==> src/rtl/chs_pkg.sv <==
// Shared constants, codes, types and the default link function of the chained hash set unit.
package chs_pkg;

    localparam int CAPACITY    = 32;
    localparam int IDX_W       = $clog2(CAPACITY);
    localparam int PTR_W       = IDX_W + 1;
    localparam int COUNT_W     = $clog2(CAPACITY + 1);
    localparam int HASH_BITS   = 32;
    localparam int HANDLE_BITS = 32;
    localparam int OP_W        = 2;
    localparam int STATUS_W    = 2;
    localparam int S_TDATA_W   = ((HASH_BITS + HANDLE_BITS + 7) / 8) * 8;
    localparam int M_TDATA_W   = ((HANDLE_BITS + COUNT_W + 7) / 8) * 8;
    localparam int M_PAD_W     = M_TDATA_W - HANDLE_BITS - COUNT_W;

    // The null pointer is the first index past the pool.
    localparam logic [PTR_W-1:0] NIL_PTR = PTR_W'(CAPACITY);

    typedef enum logic [OP_W-1:0] {
        OP_ADD    = 2'd0,
        OP_LOOKUP = 2'd1,
        OP_REMOVE = 2'd2,
        OP_CLEAR  = 2'd3
    } op_t;

    typedef enum logic [STATUS_W-1:0] {
        ST_DONE    = 2'd0,
        ST_PRESENT = 2'd1,
        ST_ABSENT  = 2'd2,
        ST_FULL    = 2'd3
    } status_t;

    typedef enum logic [2:0] {
        S_IDLE,
        S_HEAD,
        S_WALK,
        S_ACT,
        S_ADD_LINK,
        S_REM_FREE,
        S_RESULT
    } state_t;

    // Link of an entry that was never written since reset or clear: the
    // free list runs through the pool in index order.
    function automatic logic [PTR_W-1:0] default_link(input logic [IDX_W-1:0] idx);
        logic [PTR_W-1:0] nxt;
        if (idx == IDX_W'(CAPACITY - 1))
        begin
            nxt = NIL_PTR;
        end
        else
        begin
            nxt = PTR_W'(idx) + PTR_W'(1);
        end
        return nxt;
    endfunction

endpackage

==> src/rtl/chs_ram.sv <==
// Simple dual-port synchronous RAM with one write port and a registered read port.
module chs_ram #(
    parameter int DEPTH = 32,
    parameter int WIDTH = 8
) (
    input  logic                     clk,
    input  logic                     we,
    input  logic [$clog2(DEPTH)-1:0] waddr,
    input  logic [WIDTH-1:0]         wdata,
    input  logic [$clog2(DEPTH)-1:0] raddr,
    output logic [WIDTH-1:0]         rdata
);

    logic [WIDTH-1:0] mem [DEPTH];

    always_ff @(posedge clk)
    begin
        if (we)
        begin
            mem[waddr] <= wdata;
        end
    end

    always_ff @(posedge clk)
    begin
        rdata <= mem[raddr];
    end

endmodule

==> src/rtl/chained_hash_set_unit.sv <==
// Top level of the chained hash set: a fixed pool of entries chained off hashed buckets.
//
// The unit holds up to 32 element handles, each keyed by a 32-bit hash that
// is computed outside. An entry hangs in a singly linked chain off the bucket
// picked by the low five hash bits; unused entries sit on a free list. Two
// elements are the same when their hashes are equal. One beat in gives one
// beat out. A lookup walks the chain from the bucket head, visiting one chain
// entry per cycle, since each step waits on the registered read of the entry
// memories for the next link; add and remove pass through a further state
// (S_ADD_LINK or S_REM_FREE), because the free list pointer and the unlinked
// entry each need their own access to the link memory. Clear goes from
// acceptance straight to the result state. The next beat is accepted once the
// current one has been placed in the output register, so a result may wait for
// the downstream side while the next operation is already under way. Buckets and
// links carry one valid flag per entry, so reset and clear take effect at
// once and no clearing pass through the memories is needed.
module chained_hash_set_unit (
    input  logic                          clk,
    input  logic                          rst_n,
    input  logic                          s_tvalid,
    output logic                          s_tready,
    // [31:0] key_hash, [63:32] element_value
    input  logic [chs_pkg::S_TDATA_W-1:0] s_tdata,
    // [1:0] operation
    input  logic [chs_pkg::OP_W-1:0]      s_tuser,
    output logic                          m_tvalid,
    input  logic                          m_tready,
    // [31:0] found_value, [37:32] entry_count, [39:38] zero
    output logic [chs_pkg::M_TDATA_W-1:0] m_tdata,
    // [1:0] status
    output logic [chs_pkg::STATUS_W-1:0]  m_tuser
);

    import chs_pkg::*;

    // Control state.
    state_t                 state_reg, state_next;
    op_t                    op_reg, op_next;
    logic [PTR_W-1:0]       free_head_reg, free_head_next;
    logic [COUNT_W-1:0]     count_reg, count_next;
    logic [CAPACITY-1:0]    bucket_vld_reg, link_vld_reg;
    logic                   bucket_rvld_reg, link_rvld_reg;
    logic [IDX_W-1:0]       ent_raddr_reg;
    logic                   m_valid_reg;

    // Working registers of the current operation.
    logic [HASH_BITS-1:0]   hash_reg, hash_next;
    logic [HANDLE_BITS-1:0] value_reg, value_next;
    logic [PTR_W-1:0]       cur_reg, cur_next;
    logic [PTR_W-1:0]       prev_reg, prev_next;
    logic [PTR_W-1:0]       head_reg, head_next;
    logic [PTR_W-1:0]       hit_reg, hit_next;
    logic [PTR_W-1:0]       hit_link_reg, hit_link_next;
    logic [HANDLE_BITS-1:0] found_reg, found_next;
    status_t                status_reg, status_next;

    // Output register.
    status_t                m_status_reg;
    logic [HANDLE_BITS-1:0] m_found_reg;
    logic [COUNT_W-1:0]     m_count_reg;

    // Memory ports.
    logic                   bucket_we, link_we, ent_we;
    logic [IDX_W-1:0]       bucket_waddr, link_waddr, bucket_raddr, ent_raddr;
    logic [PTR_W-1:0]       bucket_wdata, link_wdata;
    logic [PTR_W-1:0]       bucket_q, link_q;
    logic [HASH_BITS-1:0]   hash_q;
    logic [HANDLE_BITS-1:0] handle_q;
    logic [PTR_W-1:0]       bucket_rd, link_rd;
    logic [IDX_W-1:0]       bkt_idx;
    logic                   clear_all;
    logic                   out_load;

    assign bkt_idx = hash_reg[IDX_W-1:0];

    // An entry that has not been written since reset or clear reads as its
    // reset value: an empty bucket, or the next entry in index order.
    assign bucket_rd = bucket_rvld_reg ? bucket_q : NIL_PTR;
    assign link_rd   = link_rvld_reg ? link_q : default_link(ent_raddr_reg);

    chs_ram #(.DEPTH(CAPACITY), .WIDTH(PTR_W)) u_bucket_ram (
        .clk   (clk),
        .we    (bucket_we),
        .waddr (bucket_waddr),
        .wdata (bucket_wdata),
        .raddr (bucket_raddr),
        .rdata (bucket_q)
    );

    chs_ram #(.DEPTH(CAPACITY), .WIDTH(PTR_W)) u_link_ram (
        .clk   (clk),
        .we    (link_we),
        .waddr (link_waddr),
        .wdata (link_wdata),
        .raddr (ent_raddr),
        .rdata (link_q)
    );

    chs_ram #(.DEPTH(CAPACITY), .WIDTH(HASH_BITS)) u_hash_ram (
        .clk   (clk),
        .we    (ent_we),
        .waddr (free_head_reg[IDX_W-1:0]),
        .wdata (hash_reg),
        .raddr (ent_raddr),
        .rdata (hash_q)
    );

    chs_ram #(.DEPTH(CAPACITY), .WIDTH(HANDLE_BITS)) u_handle_ram (
        .clk   (clk),
        .we    (ent_we),
        .waddr (free_head_reg[IDX_W-1:0]),
        .wdata (value_reg),
        .raddr (ent_raddr),
        .rdata (handle_q)
    );

    // The bucket is read as the beat is accepted, so the head is ready in
    // the following cycle.
    assign bucket_raddr = (state_reg == S_IDLE) ? s_tdata[IDX_W-1:0] : bkt_idx;

    always_ff @(posedge clk or negedge rst_n)
    begin
        if (!rst_n)
        begin
            state_reg       <= S_IDLE;
            op_reg          <= OP_ADD;
            free_head_reg   <= '0;
            count_reg       <= '0;
            bucket_vld_reg  <= '0;
            link_vld_reg    <= '0;
            bucket_rvld_reg <= 1'b0;
            link_rvld_reg   <= 1'b0;
            ent_raddr_reg   <= '0;
            m_valid_reg     <= 1'b0;
        end
        else
        begin
            state_reg       <= state_next;
            op_reg          <= op_next;
            free_head_reg   <= free_head_next;
            count_reg       <= count_next;
            bucket_rvld_reg <= bucket_vld_reg[bucket_raddr];
            link_rvld_reg   <= link_vld_reg[ent_raddr];
            ent_raddr_reg   <= ent_raddr;
            if (clear_all)
            begin
                bucket_vld_reg <= '0;
                link_vld_reg   <= '0;
            end
            else
            begin
                if (bucket_we)
                begin
                    bucket_vld_reg[bucket_waddr] <= 1'b1;
                end
                if (link_we)
                begin
                    link_vld_reg[link_waddr] <= 1'b1;
                end
            end
            if (out_load)
            begin
                m_valid_reg <= 1'b1;
            end
            else if (m_tready)
            begin
                m_valid_reg <= 1'b0;
            end
        end
    end

    always_ff @(posedge clk)
    begin
        hash_reg     <= hash_next;
        value_reg    <= value_next;
        cur_reg      <= cur_next;
        prev_reg     <= prev_next;
        head_reg     <= head_next;
        hit_reg      <= hit_next;
        hit_link_reg <= hit_link_next;
        found_reg    <= found_next;
        status_reg   <= status_next;
        if (out_load)
        begin
            m_status_reg <= status_reg;
            m_found_reg  <= found_reg;
            m_count_reg  <= count_reg;
        end
    end

    always_comb
    begin
        state_next     = state_reg;
        op_next        = op_reg;
        free_head_next = free_head_reg;
        count_next     = count_reg;
        hash_next      = hash_reg;
        value_next     = value_reg;
        cur_next       = cur_reg;
        prev_next      = prev_reg;
        head_next      = head_reg;
        hit_next       = hit_reg;
        hit_link_next  = hit_link_reg;
        found_next     = found_reg;
        status_next    = status_reg;
        s_tready       = 1'b0;
        clear_all      = 1'b0;
        out_load       = 1'b0;
        ent_raddr      = ent_raddr_reg;
        bucket_we      = 1'b0;
        bucket_waddr   = bkt_idx;
        bucket_wdata   = NIL_PTR;
        link_we        = 1'b0;
        link_waddr     = hit_reg[IDX_W-1:0];
        link_wdata     = free_head_reg;
        ent_we         = 1'b0;

        case (state_reg)
            S_IDLE:
            begin
                s_tready = 1'b1;
                if (s_tvalid)
                begin
                    op_next    = op_t'(s_tuser);
                    hash_next  = s_tdata[HASH_BITS-1:0];
                    value_next = s_tdata[HASH_BITS +: HANDLE_BITS];
                    if (op_t'(s_tuser) == OP_CLEAR)
                    begin
                        clear_all      = 1'b1;
                        free_head_next = '0;
                        count_next     = '0;
                        found_next     = '0;
                        status_next    = ST_DONE;
                        state_next     = S_RESULT;
                    end
                    else
                    begin
                        state_next = S_HEAD;
                    end
                end
            end

            S_HEAD:
            begin
                head_next   = bucket_rd;
                cur_next    = bucket_rd;
                prev_next   = NIL_PTR;
                hit_next    = NIL_PTR;
                found_next  = '0;
                status_next = ST_DONE;
                if (bucket_rd == NIL_PTR)
                begin
                    state_next = S_ACT;
                end
                else
                begin
                    ent_raddr  = bucket_rd[IDX_W-1:0];
                    state_next = S_WALK;
                end
            end

            S_WALK:
            begin
                if (hash_q == hash_reg)
                begin
                    hit_next      = cur_reg;
                    hit_link_next = link_rd;
                    if (op_reg == OP_LOOKUP)
                    begin
                        found_next = handle_q;
                    end
                    state_next = S_ACT;
                end
                else
                begin
                    prev_next = cur_reg;
                    cur_next  = link_rd;
                    if (link_rd == NIL_PTR)
                    begin
                        state_next = S_ACT;
                    end
                    else
                    begin
                        ent_raddr = link_rd[IDX_W-1:0];
                    end
                end
            end

            S_ACT:
            begin
                state_next = S_RESULT;
                case (op_reg)
                    OP_ADD:
                    begin
                        if (hit_reg != NIL_PTR)
                        begin
                            status_next = ST_PRESENT;
                        end
                        else if (free_head_reg == NIL_PTR ||
                                 count_reg >= COUNT_W'(CAPACITY))
                        begin
                            status_next = ST_FULL;
                        end
                        else
                        begin
                            // Fetch the link of the free entry to advance the free list.
                            ent_raddr  = free_head_reg[IDX_W-1:0];
                            state_next = S_ADD_LINK;
                        end
                    end
                    OP_LOOKUP:
                    begin
                        if (hit_reg == NIL_PTR)
                        begin
                            status_next = ST_ABSENT;
                        end
                    end
                    OP_REMOVE:
                    begin
                        if (hit_reg == NIL_PTR)
                        begin
                            status_next = ST_ABSENT;
                        end
                        else
                        begin
                            // Unlink the hit from its predecessor or from the bucket.
                            if (prev_reg == NIL_PTR)
                            begin
                                bucket_we    = 1'b1;
                                bucket_wdata = hit_link_reg;
                            end
                            else
                            begin
                                link_we    = 1'b1;
                                link_waddr = prev_reg[IDX_W-1:0];
                                link_wdata = hit_link_reg;
                            end
                            state_next = S_REM_FREE;
                        end
                    end
                    default:
                    begin
                        status_next = ST_DONE;
                    end
                endcase
            end

            S_ADD_LINK:
            begin
                free_head_next = link_rd;
                link_we        = 1'b1;
                link_waddr     = free_head_reg[IDX_W-1:0];
                link_wdata     = head_reg;
                bucket_we      = 1'b1;
                bucket_wdata   = free_head_reg;
                ent_we         = 1'b1;
                count_next     = count_reg + COUNT_W'(1);
                state_next     = S_RESULT;
            end

            S_REM_FREE:
            begin
                link_we        = 1'b1;
                link_waddr     = hit_reg[IDX_W-1:0];
                link_wdata     = free_head_reg;
                free_head_next = hit_reg;
                if (count_reg != '0)
                begin
                    count_next = count_reg - COUNT_W'(1);
                end
                state_next = S_RESULT;
            end

            S_RESULT:
            begin
                if (!m_valid_reg || m_tready)
                begin
                    out_load   = 1'b1;
                    state_next = S_IDLE;
                end
            end

            default:
            begin
                state_next = S_IDLE;
            end
        endcase
    end

    assign m_tvalid = m_valid_reg;
    assign m_tuser  = m_status_reg;
    assign m_tdata  = {{M_PAD_W{1'b0}}, m_count_reg, m_found_reg};

endmodule

==> config.mk <==
export PLATFORM = sky130hd
export DESIGN_NAME = chained_hash_set_unit
export DESIGN_NICKNAME = d
export VERILOG_FILES = /design/src/rtl/chs_pkg.sv /design/src/rtl/chs_ram.sv /design/src/rtl/chained_hash_set_unit.sv
export SDC_FILE = /design/constraint.sdc
export NUM_CORES = 2
export LEC_CHECK = 0
export BUFFER_PORTS_ARGS = -buffer_cell sky130_fd_sc_hd__buf_2
export CORE_MARGIN = 3
export CORE_UTILIZATION = 35
export DETAILED_ROUTE_END_ITERATION = 8
export GPL_TIMING_DRIVEN = 0
export PLACE_DENSITY = 0.57
export SYNTH_ARGS = -nofsm -noshare
export SYNTH_HDL_FRONTEND = slang
export SYNTH_SLANG_ARGS = --single-unit
==> constraint.sdc <==
create_clock -name clk -period 5.2 [get_ports clk]
set_input_delay 1.04 -clock clk [delete_from_list [all_inputs] [get_ports clk]]
set_output_delay 1.04 -clock clk [all_outputs]
set_load 0.01 [all_outputs]
== Word level (Yosys, flattened, before mapping) ==
Memories as Yosys holds them, arrays and structs flattened. A register that Yosys moved wholly into a read port is not among the register bits.
Index checks and enable logic that the tools add are counted.

* Flip-flop bits (word level): 257
* Latch bits: 0
* Memory bits (writable): 2432
* Memory bits (read-only): 0
* Output and inout bits: 44
* Word-level logic and storage cells: 183
* Memories: 4

* Add/subtract/negate cells: 3
* Multipliers: 0
* Div/mod/pow operators: 0
* Order comparisons: 7
* Equal/unequal tests: 27
* Shift operators: 0
* Mux-type cells: 92
* Bitwise operators: 2
* Reduce and logical (&&, ||, !) cells: 26

{| class="wikitable"
|+ Memory list
! memory !! depth !! bits a word !! read ports !! clocked after memory_dff !! wr ports !! RTL line !! source
|-
| u_handle_ram.mem || 32 || 32 || 1 || 1 || 1 || chs_ram.sv:14 || <nowiki>logic [WIDTH-1:0] mem [DEPTH];</nowiki>
|-
| u_hash_ram.mem || 32 || 32 || 1 || 1 || 1 || chs_ram.sv:14 ||
|-
| u_bucket_ram.mem || 32 || 6 || 1 || 1 || 1 || chs_ram.sv:14 ||
|-
| u_link_ram.mem || 32 || 6 || 1 || 1 || 1 || chs_ram.sv:14 ||
|}

{| class="wikitable"
|+ Operator list
! operator !! count
|-
| 32-bit 2-to-1 mux || 8
|-
| 32-bit one-hot mux with 3 select lines || 1
|-
| 6-bit 2-to-1 mux || 15
|-
| 32-bit bitwise OR || 2
|-
| 6-bit one-hot mux with 2 select lines || 5
|-
| 5-bit 2-to-1 mux || 10
|-
| 6-bit one-hot mux with 3 select lines || 2
|-
| 32-bit == test || 1
|-
| 6-bit == test, second input constant || 5
|-
| 1-bit 2-to-1 mux || 26
|-
| 5-bit by 6-bit less-than comparator with 1-bit output, second input constant || 4
|-
| 3-bit one-hot mux with 6 select lines || 1
|-
| 2-bit 2-to-1 mux || 8
|-
| 3-bit 2-to-1 mux || 5
|-
| 5-bit one-hot mux with 3 select lines || 1
|-
| 2-bit inequality test, second input constant || 6
|-
| 1-bit binary-select mux with 5-bit select || 2
|-
| 1-bit demux with 5-bit select || 2
|-
| 5-bit by 1-bit >= comparator with 1-bit output, second input constant || 2
|-
| 5-bit one-hot mux with 2 select lines || 1
|-
| 5-bit AND reduction || 2
|-
| 3-bit == test, second input constant || 3
|-
| 3-bit nonzero test || 3
|-
| 2-bit one-hot mux with 2 select lines || 2
|-
| other kinds (26) || 40
|}

== Logic depth before layout (Yosys ltp) ==
* Word-level depth: 12
* Mapped depth: 19

== Hierarchy ==
A second synthesis with hierarchy kept.

* Cells, all modules: 6099
* Area total of the unflattened synthesis: 107551.9 sq um

{| class="wikitable"
|+ Modules (own cells, without submodules)
! module !! instances !! cells each !! area an instance (sq um) !! sequential area each (sq um)
|-
| chs_ram at u_handle_ram || 1 || 2260 || 40487.6 || 31390.1
|-
| chs_ram at u_hash_ram || 1 || 2260 || 40485.1 || 31390.1
|-
| chs_ram at u_bucket_ram ... || 2 || 323 || 7589.8 || 5885.6
|-
| chained_hash_set_unit || 1 || 933 || 11399.7 || 7272.0
|}

== Least setup slack after synthesis ==
OpenSTA, ideal clock, no wires.

* Path kind: flip-flop to flip-flop
* From: reg state_reg[2]
* To: mem u_handle_ram.mem[15][0] (netlist name), enable pin
* Setup time: 487 ps
* Arrival time: 4336 ps
* Data required time: 4713 ps
* Setup slack: 377 ps
* Cell stages (with the launch flop): 7
* Buffers on the path: 3
* Cell sequence: dfrtp_1 > clkbuf_1 > and2_1 > clkbuf_1 > clkbuf_1 > nand3_1 > nor2_1

* Word-level cells in the longest chain between the ends: 4

{| class="wikitable"
|+ RTL lines
! item !! RTL line !! source
|-
| start: declaration || chained_hash_set_unit.sv:37 || <nowiki>state_t state_reg, state_next;</nowiki>
|-
| start signal: assignment || chained_hash_set_unit.sv:138 || <nowiki>state_reg <= state_next;</nowiki>
|-
| 3-bit == test || chained_hash_set_unit.sv:218 || <nowiki>case (state_reg)</nowiki>
|-
| 1-bit 2-to-1 mux || chained_hash_set_unit.sv:218 ||
|-
| 1-bit 2-to-1 mux || chs_ram.sv:18 || <nowiki>if (we)</nowiki>
|-
| 1-bit 2-to-1 mux (implied by the code) || chs_ram.sv:20 || <nowiki>mem[waddr] <= wdata;</nowiki>
|-
| end: declaration || chs_ram.sv:14 ||
|}

No other way between the ends.

== Worst setup path in the final report ==
* From: reg state_reg[1]
* To: reg u_handle_ram.rdata[4] (read register of u_handle_ram.mem)

* Word-level cells in the longest chain between the ends: 2

{| class="wikitable"
|+ RTL lines
! item !! RTL line !! source
|-
| 3-bit by 2-bit == test with 1-bit output or 3-bit by 1-bit == test with 1-bit output (tied branches) || chained_hash_set_unit.sv:218 ||
|-
| 5-bit one-hot mux with 3 select lines * || chained_hash_set_unit.sv:218 ||
|-
| end: declaration || chs_ram.sv:11 || <nowiki>output logic [WIDTH-1:0] rdata</nowiki>
|}

Mark *: on every way between the ends. The rest lies on a longest branch, timed or not.
A chain may end at the register's enable or synchronous reset.

==> impl_metrics.env <==
export IMPL_total_clock_buffers_created_by_cts=295
export IMPL_cellLeakagePower_nw=42.5
export IMPL_design_area_um2=127000
export IMPL_nets=7840
export IMPL_cp_endpoint="u_handle_ram.rdata[4]$_DFF_P_"
export IMPL_syn_area_um2=108000
export IMPL_criticalPathCategory="register to register"
export IMPL_timing_critical_path_required_ns=5.94
export IMPL_fill_cells=27900
export IMPL_holdCritPathClass="input pin to async pin"
export IMPL_crit_fanout=10
export IMPL_vdd_drop_max_mv=0.910
export IMPL_final_period_minus_worst_setup_slack_ns=5.18
export IMPL_ys_top_cells_by_area="sky130_fd_sc_hd__edfxtp_1 (72%), sky130_fd_sc_hd__a211oi_1 (4.9%), sky130_fd_sc_hd__and3_1 (3.2%), sky130_fd_sc_hd__nand2_1 (3.2%), sky130_fd_sc_hd__dfrtp_1 (2.1%)"
export IMPL_fp_dieH_um=562
export IMPL_slew_headroom=0.0624
export IMPL_worstSkewPairLatency_ns=0.92
export IMPL_synth_area_leader_cell="sky130_fd_sc_hd__edfxtp_1"
export IMPL_seq_area_frac_synth=0.756
export IMPL_hold_viol_final=0
export IMPL_placed_cell_area_um2=116000
export IMPL_synthDominantCellAreaShare=0.721
export IMPL_cts_htree_levels=5
export IMPL_grt_pass1_vias=66000
export IMPL_critical_path_reg2reg_endpoint="u_handle_ram.rdata[4]$_DFF_P_"
export IMPL_area_of_the_multi_input_gates_um2=24400
export IMPL_initial_core_util=0.353
export IMPL_ys_seq_elements=2765
export IMPL_io_pins=114
export IMPL_rsz0062_at_grt="false"
export IMPL_placeableCoreArea_um2=307000
export IMPL_die_area_um2=316000
export IMPL_critical_path_reg2reg_startpoint="state_reg[1]$_DFFE_PN0P_"
export IMPL_fin_setup_tns_ns=0
export IMPL_postSynthCellCount=7167
export IMPL_drt_iter0_markers=8908
export IMPL_setup_viol=0
export IMPL_worst_path_max_delay_cell="sky130_fd_sc_hd__nor3_4"
export IMPL_final_antenna_net_count=0
export IMPL_clk_root_buffer_cell="sky130_fd_sc_hd__clkbuf_16"
export IMPL_layout_area_overhead_vs_synth_pct=17.2
export IMPL_rows=203
export IMPL_ctsHoldBuffers=0
export IMPL_critPathLaunchType="register"
export IMPL_run_status="finished clean"
export IMPL_gpl_wtd_cong=0.911
export IMPL_worstSetupEndpointType="register"
export IMPL_r2r_slack_ns=0.02
export IMPL_fin_skew_ns=0.0716
export IMPL_die_width_um=562
export IMPL_drive_gt1_frac=0.140
export IMPL_routed_via_count=68400
export IMPL_synth_ff_type="sky130_fd_sc_hd__edfxtp_1"
export IMPL_remaining_drc_errors=0
export IMPL_postRouteWirelength_um=353000
export IMPL_power_total_mw=85.7
export IMPL_utilization=0.414
export IMPL_tritoncts="done"
export IMPL_remaining_global_route_overflow=0
export IMPL_avgViaCountPerCell=5.65
export IMPL_drt_wirelength_per_cell_um=29.1
export IMPL_netlist_cell_type_count=82
export IMPL_largestRegisters="u_handle_ram.mem x1024, u_hash_ram.mem x1024"
export IMPL_grt_max_degree=58
export IMPL_transition_time_of_the_tightest_slew_check_pin_ns=1.41
export IMPL_cts_reportedPaths_clkPinSlew_ns=0.06
export IMPL_synth_enable_flop_cells=2600
export IMPL_yosys_warnings=0
export IMPL_p_per_area_nw_per_um2=675
export IMPL_finalCritPeriodShare=0.996
export IMPL_slowest_delay_ns=1.03
export IMPL_ctsLongestPathBuffers=4
export IMPL_rr_worst_depth=15
export IMPL_critPathLaunch="state_reg[1]$_DFFE_PN0P_"
export IMPL_groute_usage_overall=0.216
export IMPL_area_sequential_um2=81800
export IMPL_achievable_frequency_mhz=193
export IMPL_postSynthAreaPerCell_um2=15.1
export IMPL_arrival_ns=5.92
export IMPL_place_detailed_hpwl_um=240000
export IMPL_slew_viol_final=0
export IMPL_first_pass_grt_wire_length_um=495000
export IMPL_count_of_clock_tree_sinks=2765
export IMPL_cap_violations=0
export IMPL_numPortBuffers=111
export IMPL_grt_antenna_before_repair=42
export IMPL_path_cells="buf_2 -> inv_1 -> nor3_4 -> and2_1 -> o21ai_0 -> and3_1 -> buf_2 -> and2_1 -> buf_4 -> buf_4 -> nand3_4 -> clkbuf_1 -> a21oi_1 -> nor4_1 -> o22ai_1"
export IMPL_synth_async_reset_ratio=0.0322
export IMPL_drt_pass1_iterations=7
==> per-stage QoR <==
stage / hold slack [ns] / instances / setup WS [ns]
after floorplan: 0.400 / 7168 / 0.377
after global placement: 0.406 / 11400 / -3.78
after detailed placement: 0.405 / 11500 / -2.22
after CTS: 0.140 / 12100 / 0.0146
after global routing: 0.183 / 12100 / 0.00294
final: 0.185 / 12100 / 0.0234
==> Yosys cell counts, drive strengths merged, types with 3 or more instances <==
cell type	instances
o22ai	143
a21o	6
or3b	5
a31oi	147
or3	5
mux2	5
a22o	8
edfxtp	2600
and2	48
nor2b	6
o21a	65
xnor2	3
a32oi	5
xor2	35
a22oi	10
and3	562
nor4	82
a31o	4
o211ai	9
nand3b	13
mux2i	150
a211oi	701
nand3	29
clkbuf	270
nand2b	8
buf	265
o21ai	184
inv	25
a211o	3
mux4	56
nand2	909
nor3	12
dfrtp	89
dfxtp	76
nand4	4
ha	10
a32o	4
o221ai	70
nor2	207
a222oi	9
a311oi	72
a21oi	228
==> where the power goes <==
group / total, mW / switching (mW) / internal [mW]
logic: 37.9 / 27.5 / 10.4
registers: 27.2 / 0.850 / 26.3
clock network: 20.7 / 8.92 / 11.8
total: 85.7 / 37.3 / 48.5
==> cell usage in the layout (no fill, tap or decap), types with 77 or more instances in the layout <==
cell type,count
sky130_fd_sc_hd__a211oi_1,701
sky130_fd_sc_hd__and3_1,562
sky130_fd_sc_hd__o21ai_0,135
sky130_fd_sc_hd__a21oi_1,228
sky130_fd_sc_hd__clkbuf_1,309
sky130_fd_sc_hd__nor2_1,168
sky130_fd_sc_hd__a31oi_1,147
sky130_fd_sc_hd__o22ai_1,142
sky130_fd_sc_hd__nand2_1,904
sky130_fd_sc_hd__edfxtp_1,2600
sky130_fd_sc_hd__buf_12,85
sky130_fd_sc_hd__buf_2,322
sky130_fd_sc_hd__nor4_1,77
sky130_fd_sc_hd__buf_4,91
sky130_fd_sc_hd__clkbuf_16,299
sky130_fd_sc_hd__dfrtp_1,89
sky130_fd_sc_hd__mux2i_1,148
==> cell type report <==
| cell class | count | area share |
|---|---|---|
| Sequential cell | 2765 | 0.645 |
| Multi-Input combinational cell | 3843 | 0.192 |
| Clock buffer | 391 | 0.0629 |
| Tap cell | 4100 | 0.0404 |
| Timing Repair Buffer | 298 | 0.0280 |
| Buffer | 531 | 0.0193 |
| Clock inverter | 139 | 0.0112 |
| Inverter | 25 | 0.000799 |
| Antenna cell | 20 | 0.000394 |
==> how the worst min path moves through the flow <==
stage,slack [ns],cells after the start,to,start
4_1_cts,0.14,1,bucket_vld_reg[29]$_DFFE_PN0P_,rst_n
5_1_grt,0.18,1,bucket_vld_reg[29]$_DFFE_PN0P_,rst_n
3_3_place_gp,0.41,0,m_found_reg[24]$_DFFE_PP_,found_reg[24]$_SDFFCE_PN0P_
2_1_floorplan,0.40,0,m_found_reg[0]$_DFFE_PP_,found_reg[0]$_SDFFCE_PN0P_
3_5_place_dp,0.40,0,m_found_reg[13]$_DFFE_PP_,found_reg[13]$_SDFFCE_PN0P_
6_report,0.18,1,bucket_vld_reg[30]$_DFFE_PN0P_,rst_n
==> routing by layer <==
layer / global-route usage / wire length, um / up-vias
met5: 0 / 150 / -
met4: 0.0904 / 15600 / 20
met3: 0.0504 / 33800 / 635
met2: 0.333 / 160000 / 3406
met1: 0.294 / 143000 / 34900
li1: - / - / 29400
==> cells by family after synthesis <==
family,share of synthesized area
buf+inv,0.0231
xor+xnor,0.00307
fa+ha+maj,0.00134
other cells,0.0000346
simple gates,0.0846
flops,0.756
compound gates,0.106
mux,0.0261
==> critical path: cells and delay by family, from the launching register on <==
family | cells | cell delay [ns]
and+or+nand+nor | 6 | 2.59
buffers and inverters | 6 | 1.62
AOI/OAI and AO/OA | 3 | 0.47
DFF | 1 | 0.34
==> what timing repair did <==
action,4_1_cts,5_1_grt
setup endpoints to repair,73,63
resized for setup,37,45
setup buffers,75,24
pin swaps,8,0
Power figures use the tool's default switching activity.
